### src/rtl/eva_pkg.sv
// Shared types and constants for the eased value animator.
package eva_pkg;

  // Sequencer states.
  typedef enum logic [3:0] {
    ST_IDLE,
    ST_DIV,
    ST_ADD,
    ST_PREP,
    ST_MUL1,
    ST_MUL2,
    ST_MUL3,
    ST_MUL4,
    ST_FIN
  } eva_state_t;

  // Configuration port.
  localparam int CFG_IDX_W  = 1;
  localparam int CFG_DATA_W = 16;
  localparam logic [CFG_IDX_W-1:0] CFG_CURVE     = 1'b0;
  localparam logic [CFG_IDX_W-1:0] CFG_OVERSHOOT = 1'b1;

  // Curve codes.
  localparam int CURVE_W = 3;
  localparam logic [CURVE_W-1:0] CURVE_LINEAR = 3'd0;
  localparam logic [CURVE_W-1:0] CURVE_IN     = 3'd1;
  localparam logic [CURVE_W-1:0] CURVE_OUT    = 3'd2;
  localparam logic [CURVE_W-1:0] CURVE_INOUT  = 3'd3;
  localparam logic [CURVE_W-1:0] CURVE_OUTIN  = 3'd4;
  localparam logic [CURVE_W-1:0] CURVE_RESET  = CURVE_IN;

  // Fixed point: progress is Q1.16, easing factors fit a signed 23-bit word.
  localparam int FRAC_BITS = 16;
  localparam int PROG_W    = FRAC_BITS + 1;
  localparam int FACT_W    = 23;
  localparam int X_W       = FRAC_BITS + 2;
  localparam logic [PROG_W-1:0] ONE_Q16 = 17'd65536;
  localparam int QCNT_W    = 4;

endpackage

### src/rtl/eva_in_if.sv
// Request channel carrying tick and retarget items.
interface eva_in_if #(
  parameter int VALUE_WIDTH = 32,
  parameter int TIME_WIDTH  = 16
);
  logic                          valid;
  logic                          ready;
  logic                          mode;
  logic [TIME_WIDTH-1:0]         elapsed;
  logic signed [VALUE_WIDTH-1:0] target;
  logic [TIME_WIDTH-1:0]         span;

  modport source (output valid, mode, elapsed, target, span, input ready);
  modport sink   (input valid, mode, elapsed, target, span, output ready);
endinterface

### src/rtl/eva_out_if.sv
// Result channel carrying the animated value.
interface eva_out_if #(
  parameter int VALUE_WIDTH = 32
);
  logic                          valid;
  logic                          ready;
  logic signed [VALUE_WIDTH-1:0] value;
  logic                          finished;

  modport source (output valid, value, finished, input ready);
  modport sink   (input valid, value, finished, output ready);
endinterface

### src/rtl/eva_mul.sv
// Bit-serial signed multiplier, one multiplier bit per cycle.
module eva_mul #(
  parameter int A_WIDTH = 33,
  parameter int B_WIDTH = 23
) (
  input  logic                                clk,
  input  logic                                rst_n,
  input  logic                                start,
  input  logic signed [A_WIDTH-1:0]           a,
  input  logic signed [B_WIDTH-1:0]           b,
  output logic                                done,
  output logic signed [A_WIDTH+B_WIDTH-1:0]   p
);
  localparam int STEPS = B_WIDTH - 1;
  localparam int CNT_W = $clog2(B_WIDTH);
  localparam int ACC_W = A_WIDTH + B_WIDTH - 1;

  logic             busy_r, busy_nxt;
  logic             done_r, done_nxt;
  logic [CNT_W-1:0] cnt_r, cnt_nxt;
  logic [A_WIDTH-1:0] amag_r, amag_nxt;
  logic [STEPS-1:0] bmag_r, bmag_nxt;
  logic [ACC_W-1:0] acc_r, acc_nxt;
  logic             neg_r, neg_nxt;
  logic [A_WIDTH:0] sum;
  logic [A_WIDTH-1:0] a_abs;
  logic [B_WIDTH-1:0] b_abs;

  always_comb begin
    a_abs    = a[A_WIDTH-1] ? A_WIDTH'(-a) : A_WIDTH'(a);
    b_abs    = b[B_WIDTH-1] ? B_WIDTH'(-b) : B_WIDTH'(b);
    sum      = {1'b0, acc_r[ACC_W-1:STEPS]} + (bmag_r[0] ? {1'b0, amag_r} : '0);
    busy_nxt = busy_r;
    done_nxt = 1'b0;
    cnt_nxt  = cnt_r;
    amag_nxt = amag_r;
    bmag_nxt = bmag_r;
    acc_nxt  = acc_r;
    neg_nxt  = neg_r;
    if (start) begin
      busy_nxt = 1'b1;
      cnt_nxt  = CNT_W'(STEPS - 1);
      amag_nxt = a_abs;
      bmag_nxt = b_abs[STEPS-1:0];
      acc_nxt  = '0;
      neg_nxt  = a[A_WIDTH-1] ^ b[B_WIDTH-1];
    end else if (busy_r) begin
      // Add the multiplicand into the top and shift the product right.
      acc_nxt  = {sum, acc_r[STEPS-1:1]};
      bmag_nxt = bmag_r >> 1;
      cnt_nxt  = cnt_r - 1'b1;
      if (cnt_r == '0) begin
        busy_nxt = 1'b0;
        done_nxt = 1'b1;
      end
    end
  end

  always_ff @(posedge clk) begin
    if (!rst_n) begin
      busy_r <= 1'b0;
      done_r <= 1'b0;
    end else begin
      busy_r <= busy_nxt;
      done_r <= done_nxt;
    end
  end

  always_ff @(posedge clk) begin
    cnt_r  <= cnt_nxt;
    amag_r <= amag_nxt;
    bmag_r <= bmag_nxt;
    acc_r  <= acc_nxt;
    neg_r  <= neg_nxt;
  end

  assign done = done_r;
  assign p    = neg_r ? -$signed({1'b0, acc_r}) : $signed({1'b0, acc_r});

endmodule

### src/rtl/eased_value_animator.sv
// Top level of the eased value animator.
//
// Requests arrive on in_ch: mode 1 retargets (the current value becomes the
// start, target and span become the new end and duration), mode 0 is a time
// tick carrying elapsed. Every request yields exactly one result on out_ch
// with the current value and a finished flag. The user sets curve and
// overshoot through the cfg_ write port while no request is in flight.
//
// The block itself does not enforce that rule. One request is worked on at
// a time. A retarget, a tick with zero duration or a tick whose elapsed time
// covers the whole duration goes straight to the finish state. Other ticks
// run a restoring divider for elapsed/duration; if progress then saturates,
// no product is formed, else the bit-serial 22-step multiplier follows: one
// product for the linear curve, four for the back-easing curves. The result
// sits in an output register, so the next request can be accepted while the
// result waits; a stalled receiver holds only the following result.
// Reset is synchronous: curve becomes back-ease in, overshoot zero and all
// animation state zero, so a first tick reports finished at zero.
module eased_value_animator #(
  parameter int VALUE_WIDTH = 32,
  parameter int TIME_WIDTH  = 16
) (
  input  logic                             clk,
  input  logic                             rst_n,
  eva_in_if.sink                           in_ch,
  eva_out_if.source                        out_ch,
  input  logic                             cfg_we,
  input  logic [eva_pkg::CFG_IDX_W-1:0]    cfg_idx,
  input  logic [eva_pkg::CFG_DATA_W-1:0]   cfg_data
);
  localparam int VW = VALUE_WIDTH;
  localparam int TW = TIME_WIDTH;
  localparam int DW = VW + 1;
  localparam int FW = eva_pkg::FACT_W;
  localparam int AW = (DW > FW) ? DW : FW;
  localparam int PW = AW + FW;
  localparam int FB = eva_pkg::FRAC_BITS;
  localparam int PG = eva_pkg::PROG_W;
  localparam int XW = eva_pkg::X_W;

  eva_pkg::eva_state_t state_r, state_nxt;

  logic [eva_pkg::CURVE_W-1:0] curve_r, curve_nxt;
  logic [15:0]           over_r, over_nxt;
  logic signed [VW-1:0]  cur_r, cur_nxt;
  logic signed [VW-1:0]  start_r, start_nxt;
  logic signed [VW-1:0]  end_r, end_nxt;
  logic [PG-1:0]         prog_r, prog_nxt;
  logic [TW-1:0]         dur_r, dur_nxt;
  logic [TW:0]           rem_r, rem_nxt;
  logic [FB-1:0]         quo_r, quo_nxt;
  logic [eva_pkg::QCNT_W-1:0] cnt_r, cnt_nxt;
  logic signed [VW-1:0]  seg_s_r, seg_s_nxt;
  logic signed [VW-1:0]  seg_e_r, seg_e_nxt;
  logic signed [XW-1:0]  x_r, x_nxt;
  logic signed [FW-1:0]  x2_r, x2_nxt;
  logic                  ein_r, ein_nxt;
  logic                  lin_r, lin_nxt;
  logic                  issue_r, issue_nxt;
  logic                  out_valid_r, out_valid_nxt;
  logic signed [VW-1:0]  out_value_r, out_value_nxt;
  logic                  out_fin_r, out_fin_nxt;

  logic                  in_acc;
  logic                  slot_free;
  logic                  tick_short;
  logic [TW:0]           r2;
  logic                  ge;
  logic [PG:0]           psum;
  logic [FB-1:0]         t;
  logic [FB-1:0]         tt;
  logic                  split;
  logic signed [DW-1:0]  dfull;
  logic signed [VW-1:0]  mid;
  logic signed [PW-1:0]  sh;
  logic signed [FW-1:0]  shf;
  logic signed [FW-1:0]  mval;
  logic signed [FW-1:0]  m1;
  logic signed [FW-1:0]  inner;
  logic signed [FW-1:0]  fct;
  logic signed [DW-1:0]  dseg;
  logic signed [PW-1:0]  vsum;
  logic signed [VW-1:0]  vsat;
  logic signed [AW-1:0]  mul_a;
  logic signed [FW-1:0]  mul_b;
  logic                  mul_done;
  logic signed [PW-1:0]  mul_p;
  logic                  in_mul_nxt;

  eva_mul #(.A_WIDTH(AW), .B_WIDTH(FW)) u_mul (
    .clk   (clk),
    .rst_n (rst_n),
    .start (issue_r),
    .a     (mul_a),
    .b     (mul_b),
    .done  (mul_done),
    .p     (mul_p)
  );

  assign in_acc     = in_ch.valid && in_ch.ready;
  assign slot_free  = !out_valid_r || out_ch.ready;
  assign tick_short = (dur_r == '0) || (in_ch.elapsed >= dur_r);

  // Next state.
  always_comb begin
    state_nxt = state_r;
    unique case (state_r)
      eva_pkg::ST_IDLE: begin
        if (in_ch.valid) begin
          if (in_ch.mode || tick_short) state_nxt = eva_pkg::ST_FIN;
          else state_nxt = eva_pkg::ST_DIV;
        end
      end
      eva_pkg::ST_DIV: begin
        if (cnt_r == '0) state_nxt = eva_pkg::ST_ADD;
      end
      eva_pkg::ST_ADD: state_nxt = eva_pkg::ST_PREP;
      eva_pkg::ST_PREP: begin
        priority if (prog_r == eva_pkg::ONE_Q16) state_nxt = eva_pkg::ST_FIN;
        else if (lin_nxt) state_nxt = eva_pkg::ST_MUL4;
        else state_nxt = eva_pkg::ST_MUL1;
      end
      eva_pkg::ST_MUL1: if (mul_done) state_nxt = eva_pkg::ST_MUL2;
      eva_pkg::ST_MUL2: if (mul_done) state_nxt = eva_pkg::ST_MUL3;
      eva_pkg::ST_MUL3: if (mul_done) state_nxt = eva_pkg::ST_MUL4;
      eva_pkg::ST_MUL4: if (mul_done) state_nxt = eva_pkg::ST_FIN;
      eva_pkg::ST_FIN: if (slot_free) state_nxt = eva_pkg::ST_IDLE;
      default: state_nxt = eva_pkg::ST_IDLE;
    endcase
  end

  // Handshake outputs.
  always_comb begin
    in_ch.ready     = (state_r == eva_pkg::ST_IDLE);
    out_ch.valid    = out_valid_r;
    out_ch.value    = out_value_r;
    out_ch.finished = out_fin_r;
  end

  // Arithmetic shared by the multiply steps.
  always_comb begin
    sh    = mul_p >>> FB;
    shf   = sh[FW-1:0];
    mval  = $signed(FW'({over_r, 4'b0000}));
    m1    = mval + $signed(FW'(eva_pkg::ONE_Q16));
    inner = ein_r ? (shf - mval) : (shf + mval);
    if (lin_r) fct = FW'(x_r);
    else if (ein_r) fct = shf;
    else fct = shf + $signed(FW'(eva_pkg::ONE_Q16));
    dseg  = DW'(seg_e_r) - DW'(seg_s_r);
    unique case (state_r)
      eva_pkg::ST_MUL1: begin
        mul_a = AW'(x_r);
        mul_b = FW'(x_r);
      end
      eva_pkg::ST_MUL2: begin
        mul_a = AW'(m1);
        mul_b = FW'(x_r);
      end
      eva_pkg::ST_MUL3: begin
        mul_a = AW'(inner);
        mul_b = x2_r;
      end
      default: begin
        mul_a = AW'(dseg);
        mul_b = fct;
      end
    endcase
    vsum = PW'(seg_s_r) + sh;
    // Saturate when the bits above the value's sign bit disagree with it.
    if (vsum[PW-1:VW-1] == '0 || vsum[PW-1:VW-1] == '1) vsat = vsum[VW-1:0];
    else if (vsum[PW-1]) vsat = {1'b1, {(VW-1){1'b0}}};
    else vsat = {1'b0, {(VW-1){1'b1}}};
  end

  // Datapath next values.
  always_comb begin
    curve_nxt     = curve_r;
    over_nxt      = over_r;
    cur_nxt       = cur_r;
    start_nxt     = start_r;
    end_nxt       = end_r;
    prog_nxt      = prog_r;
    dur_nxt       = dur_r;
    rem_nxt       = rem_r;
    quo_nxt       = quo_r;
    cnt_nxt       = cnt_r;
    seg_s_nxt     = seg_s_r;
    seg_e_nxt     = seg_e_r;
    x_nxt         = x_r;
    x2_nxt        = x2_r;
    ein_nxt       = ein_r;
    lin_nxt       = lin_r;
    out_valid_nxt = out_valid_r;
    out_value_nxt = out_value_r;
    out_fin_nxt   = out_fin_r;

    r2    = {rem_r[TW-1:0], 1'b0};
    ge    = (r2 >= {1'b0, dur_r});
    psum  = {1'b0, prog_r} + (PG+1)'(quo_r);
    t     = prog_r[FB-1:0];
    split = (curve_r == eva_pkg::CURVE_INOUT) || (curve_r == eva_pkg::CURVE_OUTIN);
    // Both halves of a split curve run at 2t with the top bit dropped.
    tt    = split ? {t[FB-2:0], 1'b0} : t;
    dfull = DW'(end_r) - DW'(start_r);
    mid   = start_r + VW'(dfull >>> 1);

    if (cfg_we) begin
      unique case (cfg_idx)
        eva_pkg::CFG_CURVE:     curve_nxt = cfg_data[eva_pkg::CURVE_W-1:0];
        eva_pkg::CFG_OVERSHOOT: over_nxt  = cfg_data;
        default: ;
      endcase
    end

    if (out_valid_r && out_ch.ready) out_valid_nxt = 1'b0;

    unique case (state_r)
      eva_pkg::ST_IDLE: begin
        if (in_acc) begin
          if (in_ch.mode) begin
            start_nxt = cur_r;
            end_nxt   = in_ch.target;
            dur_nxt   = in_ch.span;
            prog_nxt  = '0;
          end else if (tick_short) begin
            prog_nxt = eva_pkg::ONE_Q16;
            cur_nxt  = end_r;
          end else begin
            rem_nxt = {1'b0, in_ch.elapsed};
            quo_nxt = '0;
            cnt_nxt = '1;
          end
        end
      end
      eva_pkg::ST_DIV: begin
        rem_nxt = ge ? (r2 - {1'b0, dur_r}) : r2;
        quo_nxt = {quo_r[FB-2:0], ge};
        cnt_nxt = cnt_r - 1'b1;
      end
      eva_pkg::ST_ADD: begin
        prog_nxt = (psum >= (PG+1)'(eva_pkg::ONE_Q16)) ? eva_pkg::ONE_Q16 : psum[PG-1:0];
      end
      eva_pkg::ST_PREP: begin
        ein_nxt = 1'b0;
        lin_nxt = 1'b0;
        unique case (curve_r)
          eva_pkg::CURVE_LINEAR: lin_nxt = 1'b1;
          eva_pkg::CURVE_IN:     ein_nxt = 1'b1;
          eva_pkg::CURVE_OUT:    ein_nxt = 1'b0;
          eva_pkg::CURVE_INOUT:  ein_nxt = !t[FB-1];
          eva_pkg::CURVE_OUTIN:  ein_nxt = t[FB-1];
          default:               lin_nxt = 1'b1;
        endcase
        if (lin_nxt || ein_nxt) x_nxt = $signed(XW'(tt));
        else x_nxt = $signed(XW'(tt)) - $signed(XW'(eva_pkg::ONE_Q16));
        if (!split) begin
          seg_s_nxt = start_r;
          seg_e_nxt = end_r;
        end else if (!t[FB-1]) begin
          seg_s_nxt = start_r;
          seg_e_nxt = mid;
        end else begin
          seg_s_nxt = mid;
          seg_e_nxt = end_r;
        end
        if (prog_r == eva_pkg::ONE_Q16) cur_nxt = end_r;
      end
      eva_pkg::ST_MUL1: if (mul_done) x2_nxt = shf;
      eva_pkg::ST_MUL2: ;
      eva_pkg::ST_MUL3: ;
      eva_pkg::ST_MUL4: if (mul_done) cur_nxt = vsat;
      eva_pkg::ST_FIN: begin
        if (slot_free) begin
          out_valid_nxt = 1'b1;
          out_value_nxt = cur_r;
          out_fin_nxt   = (prog_r == eva_pkg::ONE_Q16) && (cur_r == end_r);
        end
      end
      default: ;
    endcase

    in_mul_nxt = (state_nxt == eva_pkg::ST_MUL1) || (state_nxt == eva_pkg::ST_MUL2) ||
                 (state_nxt == eva_pkg::ST_MUL3) || (state_nxt == eva_pkg::ST_MUL4);
    issue_nxt  = in_mul_nxt && (state_nxt != state_r);
  end

  always_ff @(posedge clk) begin
    if (!rst_n) begin
      state_r     <= eva_pkg::ST_IDLE;
      curve_r     <= eva_pkg::CURVE_RESET;
      over_r      <= '0;
      cur_r       <= '0;
      start_r     <= '0;
      end_r       <= '0;
      prog_r      <= '0;
      dur_r       <= '0;
      issue_r     <= 1'b0;
      out_valid_r <= 1'b0;
    end else begin
      state_r     <= state_nxt;
      curve_r     <= curve_nxt;
      over_r      <= over_nxt;
      cur_r       <= cur_nxt;
      start_r     <= start_nxt;
      end_r       <= end_nxt;
      prog_r      <= prog_nxt;
      dur_r       <= dur_nxt;
      issue_r     <= issue_nxt;
      out_valid_r <= out_valid_nxt;
    end
  end

  always_ff @(posedge clk) begin
    rem_r       <= rem_nxt;
    quo_r       <= quo_nxt;
    cnt_r       <= cnt_nxt;
    seg_s_r     <= seg_s_nxt;
    seg_e_r     <= seg_e_nxt;
    x_r         <= x_nxt;
    x2_r        <= x2_nxt;
    ein_r       <= ein_nxt;
    lin_r       <= lin_nxt;
    out_value_r <= out_value_nxt;
    out_fin_r   <= out_fin_nxt;
  end

`ifndef SYNTHESIS
  a_div_rem_below_dur: assert property (@(posedge clk) disable iff (!rst_n)
    state_r == eva_pkg::ST_DIV |-> rem_r < {1'b0, dur_r})
    else $error("divider remainder not below duration");

  a_prog_bounded: assert property (@(posedge clk) disable iff (!rst_n)
    prog_r <= eva_pkg::ONE_Q16)
    else $error("progress above one");

  a_mul_done_in_mul: assert property (@(posedge clk) disable iff (!rst_n)
    mul_done |-> (state_r == eva_pkg::ST_MUL1 || state_r == eva_pkg::ST_MUL2 ||
                  state_r == eva_pkg::ST_MUL3 || state_r == eva_pkg::ST_MUL4))
    else $error("multiplier finished outside a multiply step");

  a_accept_leaves_idle: assert property (@(posedge clk) disable iff (!rst_n)
    in_acc |=> state_r != eva_pkg::ST_IDLE)
    else $error("accepted request did not start work");
`endif

endmodule
### src/flat_wrapper.sv
// flat-port wrapper written by rule: the top's interface ports become plain ports
module eased_value_animator_flat 
#(
  parameter int VALUE_WIDTH = 32,
  parameter int TIME_WIDTH  = 16
)
  (clk, rst_n, cfg_we, cfg_idx, cfg_data, in_ch_valid, in_ch_mode, in_ch_elapsed, in_ch_target, in_ch_span, in_ch_ready, out_ch_valid, out_ch_value, out_ch_finished, out_ch_ready);
  eva_in_if #(.VALUE_WIDTH(VALUE_WIDTH), .TIME_WIDTH(TIME_WIDTH)) in_ch_i ();
  eva_out_if #(.VALUE_WIDTH(VALUE_WIDTH)) out_ch_i ();
  input  logic clk;
  input  logic rst_n;
  input  logic cfg_we;
  input  logic [eva_pkg::CFG_IDX_W-1:0] cfg_idx;
  input  logic [eva_pkg::CFG_DATA_W-1:0] cfg_data;
  input wire logic [$bits(in_ch_i.valid)-1:0] in_ch_valid;
  input wire logic [$bits(in_ch_i.mode)-1:0] in_ch_mode;
  input wire logic [$bits(in_ch_i.elapsed)-1:0] in_ch_elapsed;
  input wire logic [$bits(in_ch_i.target)-1:0] in_ch_target;
  input wire logic [$bits(in_ch_i.span)-1:0] in_ch_span;
  output wire logic [$bits(in_ch_i.ready)-1:0] in_ch_ready;
  output wire logic [$bits(out_ch_i.valid)-1:0] out_ch_valid;
  output wire logic [$bits(out_ch_i.value)-1:0] out_ch_value;
  output wire logic [$bits(out_ch_i.finished)-1:0] out_ch_finished;
  input wire logic [$bits(out_ch_i.ready)-1:0] out_ch_ready;
  assign in_ch_i.valid = in_ch_valid;
  assign in_ch_i.mode = in_ch_mode;
  assign in_ch_i.elapsed = in_ch_elapsed;
  assign in_ch_i.target = in_ch_target;
  assign in_ch_i.span = in_ch_span;
  assign in_ch_ready = in_ch_i.ready;
  assign out_ch_valid = out_ch_i.valid;
  assign out_ch_value = out_ch_i.value;
  assign out_ch_finished = out_ch_i.finished;
  assign out_ch_i.ready = out_ch_ready;
  eased_value_animator #(.VALUE_WIDTH(VALUE_WIDTH), .TIME_WIDTH(TIME_WIDTH)) u_core (.clk(clk), .rst_n(rst_n), .in_ch(in_ch_i), .out_ch(out_ch_i), .cfg_we(cfg_we), .cfg_idx(cfg_idx), .cfg_data(cfg_data));
endmodule
### config.mk
export PLATFORM = sky130hd
export DESIGN_NAME = eased_value_animator_flat
export DESIGN_NICKNAME = d
export VERILOG_FILES = /design/src/rtl/eva_pkg.sv /design/src/rtl/eva_in_if.sv /design/src/rtl/eva_out_if.sv /design/src/rtl/eva_mul.sv /design/src/rtl/eased_value_animator.sv /design/src/flat_wrapper.sv
export SDC_FILE = /design/constraint.sdc
export NUM_CORES = 2
export LEC_CHECK = 0
export ABC_CLOCK_PERIOD_IN_PS = 20600
export BUFFER_PORTS_ARGS = -buffer_cell sky130_fd_sc_hd__buf_2
export CAP_MARGIN = 20
export CORE_MARGIN = 2
export CORE_UTILIZATION = 60
export DETAILED_ROUTE_END_ITERATION = 6
export GPL_TIMING_DRIVEN = 0
export PLACE_DENSITY = 0.87
export SLEW_MARGIN = 10
export SYNTH_ARGS = -nofsm -noshare
export SYNTH_HDL_FRONTEND = slang
export SYNTH_SLANG_ARGS = --single-unit
### constraint.sdc
create_clock -name clk -period 20.6 [get_ports clk]
set_input_delay 1.03 -clock clk [delete_from_list [all_inputs] [get_ports clk]]
set_output_delay 1.03 -clock clk [all_outputs]
set_load 0.01 [all_outputs]
Yosys cells after proc, flatten, opt, wreduce, memory -nomap -nowiden
Cells that the tools add are included.

Register bits: 448. Input port bits: 87. Word-level logic and storage cells: 182.

Add/subtract/negate cells: 17. Magnitude comparators: 3. Equality and inequality tests: 27. Muxes and demuxes: 66. Bitwise operators: 4. Reduce and logical (&&, ||, !) cells: 35.

Operator list (number): 32-bit two-way mux (12); 16-bit two-way mux (9); 33-bit case mux with 3 select lines (1); 32-bit case mux with 3 select lines (1); 23-bit two-way mux (3); 17-bit two-way mux (4); 22-bit two-way mux (3); 32-bit by 32-bit subtractor with 33-bit output (2); 16-bit case mux with 2 select lines (2); 56-bit two-way mux (1); 55-bit negation with 56-bit output (1); 4-bit two-way mux (12); 23-bit case mux with 2 select lines (1); 32-bit by 40-bit adder with 41-bit output (1); 4-bit case mux with 9 select lines (1); 33-bit by 33-bit adder with 34-bit output (1); 17-bit case mux with 2 select lines (1); 33-bit two-way mux (1); 33-bit negation (1); 32-bit adder (1); 32-bit equality test (1); 4-bit by 3-bit equality test with 1-bit output, second input constant (8); 25-bit equality test, second input constant (1); 25-bit logical NOT (1); 45 further kinds (82).

Logic depth before layout (Yosys ltp)
Depth after elaboration: 13. Gate-level depth with buffers: 29. Depth with buffers taken out: 29.

By module
A second synthesis with hierarchy kept.

Cells, all modules: 3678. Area total of the unflattened synthesis: 32123.3 µm².

Modules (own cells, without submodules): eased_value_animator (instances 1, cells each 2733, area an instance 23775.3 µm², seq. area each 8328.0 µm²); eva_mul (instances 1, cells each 945, area an instance 8348.0 µm², seq. area each 2922.8 µm²).

Worst setup path before layout
No wires, ideal clock.

Path kind: reg-to-reg. From: register u_core.u_mul.acc_r[16]. To: register u_core.cur_r[11]. Setup time: 0.121 ns. Arrival: 6.453 ns. Data required time: 20.479 ns. Setup slack: 14.026 ns. Stages on the path, launching flop included: 30. Path buffers: 6. Cells stage by stage: dfxtp_1 buf_6 or4_4 buf_6 nor3_4 nand4_1 or4b_1 clkbuf_1 or4_1 or2_2 nor4_1 nand2b_1 or4_1 o21ai_0 xnor2_1 ha_1 clkbuf_1 inv_1 o21bai_1 a221o_1 a21oi_1 xor2_1 nand3_1 or4_4 nor4_4 nor2_2 buf_6 buf_6 o221ai_1 nand2_1.

Longest elaborated chain between the ends: 8. Elaborated cells between the ends (all ways): 10. Those cells by class: 2 x add/sub; 1 x eq/ne; 5 x mux; 2 x reduce/logical.

Ends and longest elaborated chain: start: declaration (line eva_mul.sv:23) `logic [ACC_W-1:0] acc_r, acc_nxt;`; start signal: assignment (line eva_mul.sv:73) `acc_r <= acc_nxt;`; 55-bit negation with 56-bit output (line eva_mul.sv:78) `assign p = neg_r ? -$signed({1'b0, acc_r}) : $signed({1'b0, acc_r});`; 56-bit two-way mux (*) (line eva_mul.sv:78); 32-bit by 40-bit adder with 41-bit output (*) (line eased_value_animator.sv:169) `vsum = PW'(seg_s_r) + sh;`; 25-bit equality test or 25-bit logical NOT (tied branches) (line eased_value_animator.sv:171) `if (vsum[PW-1:VW-1] == '0 || vsum[PW-1:VW-1] == '1) vsat = vsum[VW-1:0];`; 1-bit logical OR (line eased_value_animator.sv:171); 32-bit two-way mux (*) (line eased_value_animator.sv:171); 32-bit two-way mux (*) (line eased_value_animator.sv:272) `eva_pkg::ST_MUL4: if (mul_done) cur_nxt = vsat;`; 32-bit case mux with 3 select lines (*) (line eased_value_animator.sv:218) `unique case (state_r)`; end signal: assignment (line eased_value_animator.sv:304) `cur_r <= cur_nxt;`; end: declaration (line eased_value_animator.sv:45) `logic signed [VW-1:0] cur_r, cur_nxt;`.

Mark *: on every way between the ends. The rest lies on a longest branch, timed or not. The select of a mux whose other input is x is not followed. A chain may end at the register's enable or synchronous reset.

Worst setup path after layout
From: register u_core.u_mul.acc_r[17]. To: register u_core.cur_r[30].

Same word-level chain as after synthesis.

==> flow_metrics.tcl <==
set metrics [dict create \
    ant_nets 0 \
    clock-root-buffer "clkbuf_16" \
    place_area_um2 33440 \
    drc 0 \
    crit_path_start_kind "flip-flop" \
    arrival_ns 8.78 \
    synth_largest_area_cell "edfxtp_1" \
    yosys.area.top_type_share_pct 21.72 \
    die_w_um 234.2 \
    power_density_nw_per_um2 65.55 \
    cp-end-kind "flip-flop" \
    htreeDepth 2 \
    slew_viol_final 0 \
    ys_types 101 \
    dr.pass1.iters 6 \
    finalHoldViolCount 0 \
    outcome "finished, final reports clean" \
    ff2ff_setup_slack_ns 12.37 \
    p_int_mw 1.676 \
    dp_hpwl_um 74530 \
    overflow 0 \
    ctsResizeCount 0 \
    critPathKind "reg -> reg" \
    synth_seq_cells 447 \
    design_area_um2 35220 \
    diodes 0 \
    vias_per_cell 6.287 \
    grt_pass1_wl_um 148800 \
    slew_headroom_pct 19.74 \
    slowest_delay_ns 0.56 \
    fin_total_pwr_mw 2.309 \
    max_freq_mhz 121.5 \
    core_um2 52450 \
    setup_viol 0 \
    seqPwrFrac_pct 42.1 \
    peakVddDrop_v 0.00006547 \
    syn_nets 4050 \
    worst_path_most_repeated_cell "buf_2" \
    fin_nets 4232 \
    period_share_pct 39.95 \
    yosys_warnings 0 \
    p_sw_share_pct 27.42 \
    avgRoutedWirePerCell_um 20.84 \
    first_iter_violations 3167 \
    pwr-share-clk_pct 42.3 \
    multiInputGateArea_um2 19260 \
    totalWireLength_um 96450 \
    ioPinCount 122 \
    cts_tree "yes" \
    fillCellCount 4091 \
    tightest_slew_ns 1.201 \
    synthCells 3716 \
    die_h_um 234.2 \
    worst_slack_ns 12.37 \
    rows 84 \
    dp_slack_ns 12.50 \
    cts_buffers 49 \
    cp_max_fo 10 \
    start_util_pct 60.63 \
    die_area_um2 54860 \
    drv_cap 0 \
    synth_edf_count 230 \
    skew_ns 0.03370 \
    rsz0062_at_grt "no" \
    syn_area_um2 31800 \
    p_leak_nw 14.01 \
    place_inst 4535 \
    syn_avg_cell_area_um2 8.557 \
    portBuffers 121 \
    required_ns 21.15 \
    slowest_stage "or4b_1" \
    grt_max_degree 38 \
    vias 29090 \
    clock_latency_ns 0.62 \
    cts_setup_buffers 0 \
    path_clk_slew_ns 0.07 \
    synth.area.top_cells "edfxtp_1 22%, dfxtp_1 14%, ha_1 9.4%" \
    area_growth_pct 10.76 \
    cts.path.max_buffers 3 \
    hold_buffers 0 \
    async_reset_ff_share_pct 0 \
    cts.sinks 447 \
    final.setup.tns_ns 0 \
    synth-seq-area-share_pct 35.38 \
    final_cells 4627 \
    grt_pass1_vias 27740 \
    p_switching_uw 633.1 \
    seq_area_um2 11250 \
    grtUsageTotal_pct 34.74 \
    synth_ff_type "edfxtp_1" \
    min-delay-path-class "reg -> reg" \
    gp_congestion 1.029 \
    antenna_found_initial 0 \
    power_frac_comb_pct 15.6 \
    period_needed_ns 8.231 \
    drive_above_1_share_pct 8.225 \
]
-- power groups by stage --
stage	combinational (mW)	clock [mW]	sequential, mW
floorplan	0.256	0	0.985
global placement	0.339	0	0.990
detailed placement	0.349	0	0.989
CTS	0.353	0.977	0.971
global route	0.396	1.01	0.973
finish	0.360	0.977	0.972
-- critical path: cells and delay by family, from the launching register on --
kind,cells,cell delay (ns)
fa+ha+maj,1,0.26
simple gates,12,4.34
flops,1,0.29
xor+xnor,1,0.17
buf+inv,7,1.38
compound gates,8,1.73
-- registers in the layout, indices dropped and copies added, names as in the netlist, 3 cells and up --
| name | cells |
|---|---|
| u_core.u_mul.acc_r | 55 |
| u_core.u_mul.amag_r | 33 |
| u_core.cur_r | 32 |
| u_core.end_r | 32 |
| u_core.out_ch.value | 32 |
| u_core.seg_e_r | 32 |
| u_core.seg_s_r | 32 |
| u_core.start_r | 32 |
| u_core.x2_r | 23 |
| u_core.u_mul.bmag_r | 22 |
| u_core.prog_r | 17 |
| u_core.x_r | 17 |
| u_core.dur_r | 16 |
| u_core.over_r | 16 |
| u_core.quo_r | 16 |
| u_core.rem_r | 16 |
| u_core.u_mul.cnt_r | 5 |
| u_core.cnt_r | 4 |
| u_core.state_r | 4 |
| u_core.curve_r | 3 |
-- per-layer routing --
metal / up-vias / routed length [um] / global-route usage, %
met5: - / 0 / 0
met4: 0 / 5926 / 19.98
met3: 312 / 8644 / 5.058
met2: 1594 / 42610 / 55.12
met1: 13520 / 39260 / 45.35
li1: 13670 / - / -
-- placed cells by master (no fill, tap or decap), types with 26 or more instances in the layout --
master     instances
o21ai_0          242
buf_2            127
nor2b_1           41
inv_1            182
a21oi_1          314
a22oi_1           29
nor3_1            65
a31oi_1           37
nand3_1           49
ha_1             239
clkbuf_1         143
clkbuf_16         53
nor2_1           280
a21o_1            88
and2_1            52
edfxtp_1         230
o31ai_1           32
nand4_1           38
mux2_2            36
nor4_1            26
xnor2_1          231
o21ai_1           28
and3_1            44
nand2b_1          36
dfxtp_1          216
xor2_1            89
o21bai_1          41
mux2i_1           65
nand2_1          515
-- through the flow --
| stage | utilization, % | hold WS, ns |
|---|---|---|
| floorplan | - | 0.4361 |
| global placement | 63.43 | 0.4601 |
| detailed placement | 63.76 | 0.4682 |
| CTS | 67.16 | 0.4762 |
| global route | 67.16 | 0.5055 |
| finish | 67.16 | 0.4777 |
-- cell type report --
class,instances,area share (%)
inverter,183,1.950
clock buffer,62,3.947
timing repair buffer,131,2.135
tap,688,2.444
sequential,447,31.95
buffer,157,1.776
multi-input combinational,2929,54.69
clock inverter,30,1.108
-- Yosys cell counts, types with 27 or more instances --
library cell / n
inv_1: 182
and2_1: 52
nand2b_1: 36
a21oi_1: 314
dfxtp_1: 217
xor2_1: 89
clkbuf_1: 137
o21bai_1: 41
nand2_1: 515
a31oi_1: 37
nor2_1: 282
mux2_2: 36
nor3_1: 66
nand4_1: 38
mux2i_1: 65
edfxtp_1: 230
o21ai_1: 28
ha_1: 239
xnor2_1: 231
a22oi_1: 29
o31ai_1: 32
nor2b_1: 41
and3_1: 44
nor4_1: 27
a21o_1: 88
o21ai_0: 242
nand3_1: 49
-- cells by family (layout without fill, tap and decap cells) --
kind of cell	count (synthesis)	count (layout)	synth area share [%]
mux	101	101	3.321
fa+ha+maj	248	248	9.939
compound gates	1018	1018	20.06
simple gates	1239	1239	18.14
flops	447	447	35.38
buf+inv	340	563	4.127
xor+xnor	323	323	9.030
-- final timing paths --
| kind | start | cells past startpoint | endpoint |
|---|---|---|---|
| min reg2reg | u_core.dur_r[11] | 2 | u_core.dur_r[11] |
| max | u_core.u_mul.acc_r[17] | 29 | u_core.cur_r[30] |
| max reg2reg | u_core.u_mul.acc_r[17] | 29 | u_core.cur_r[30] |
| min | u_core.dur_r[11] | 2 | u_core.dur_r[11] |
No activity file was read; power rests on OpenSTA's default activity.
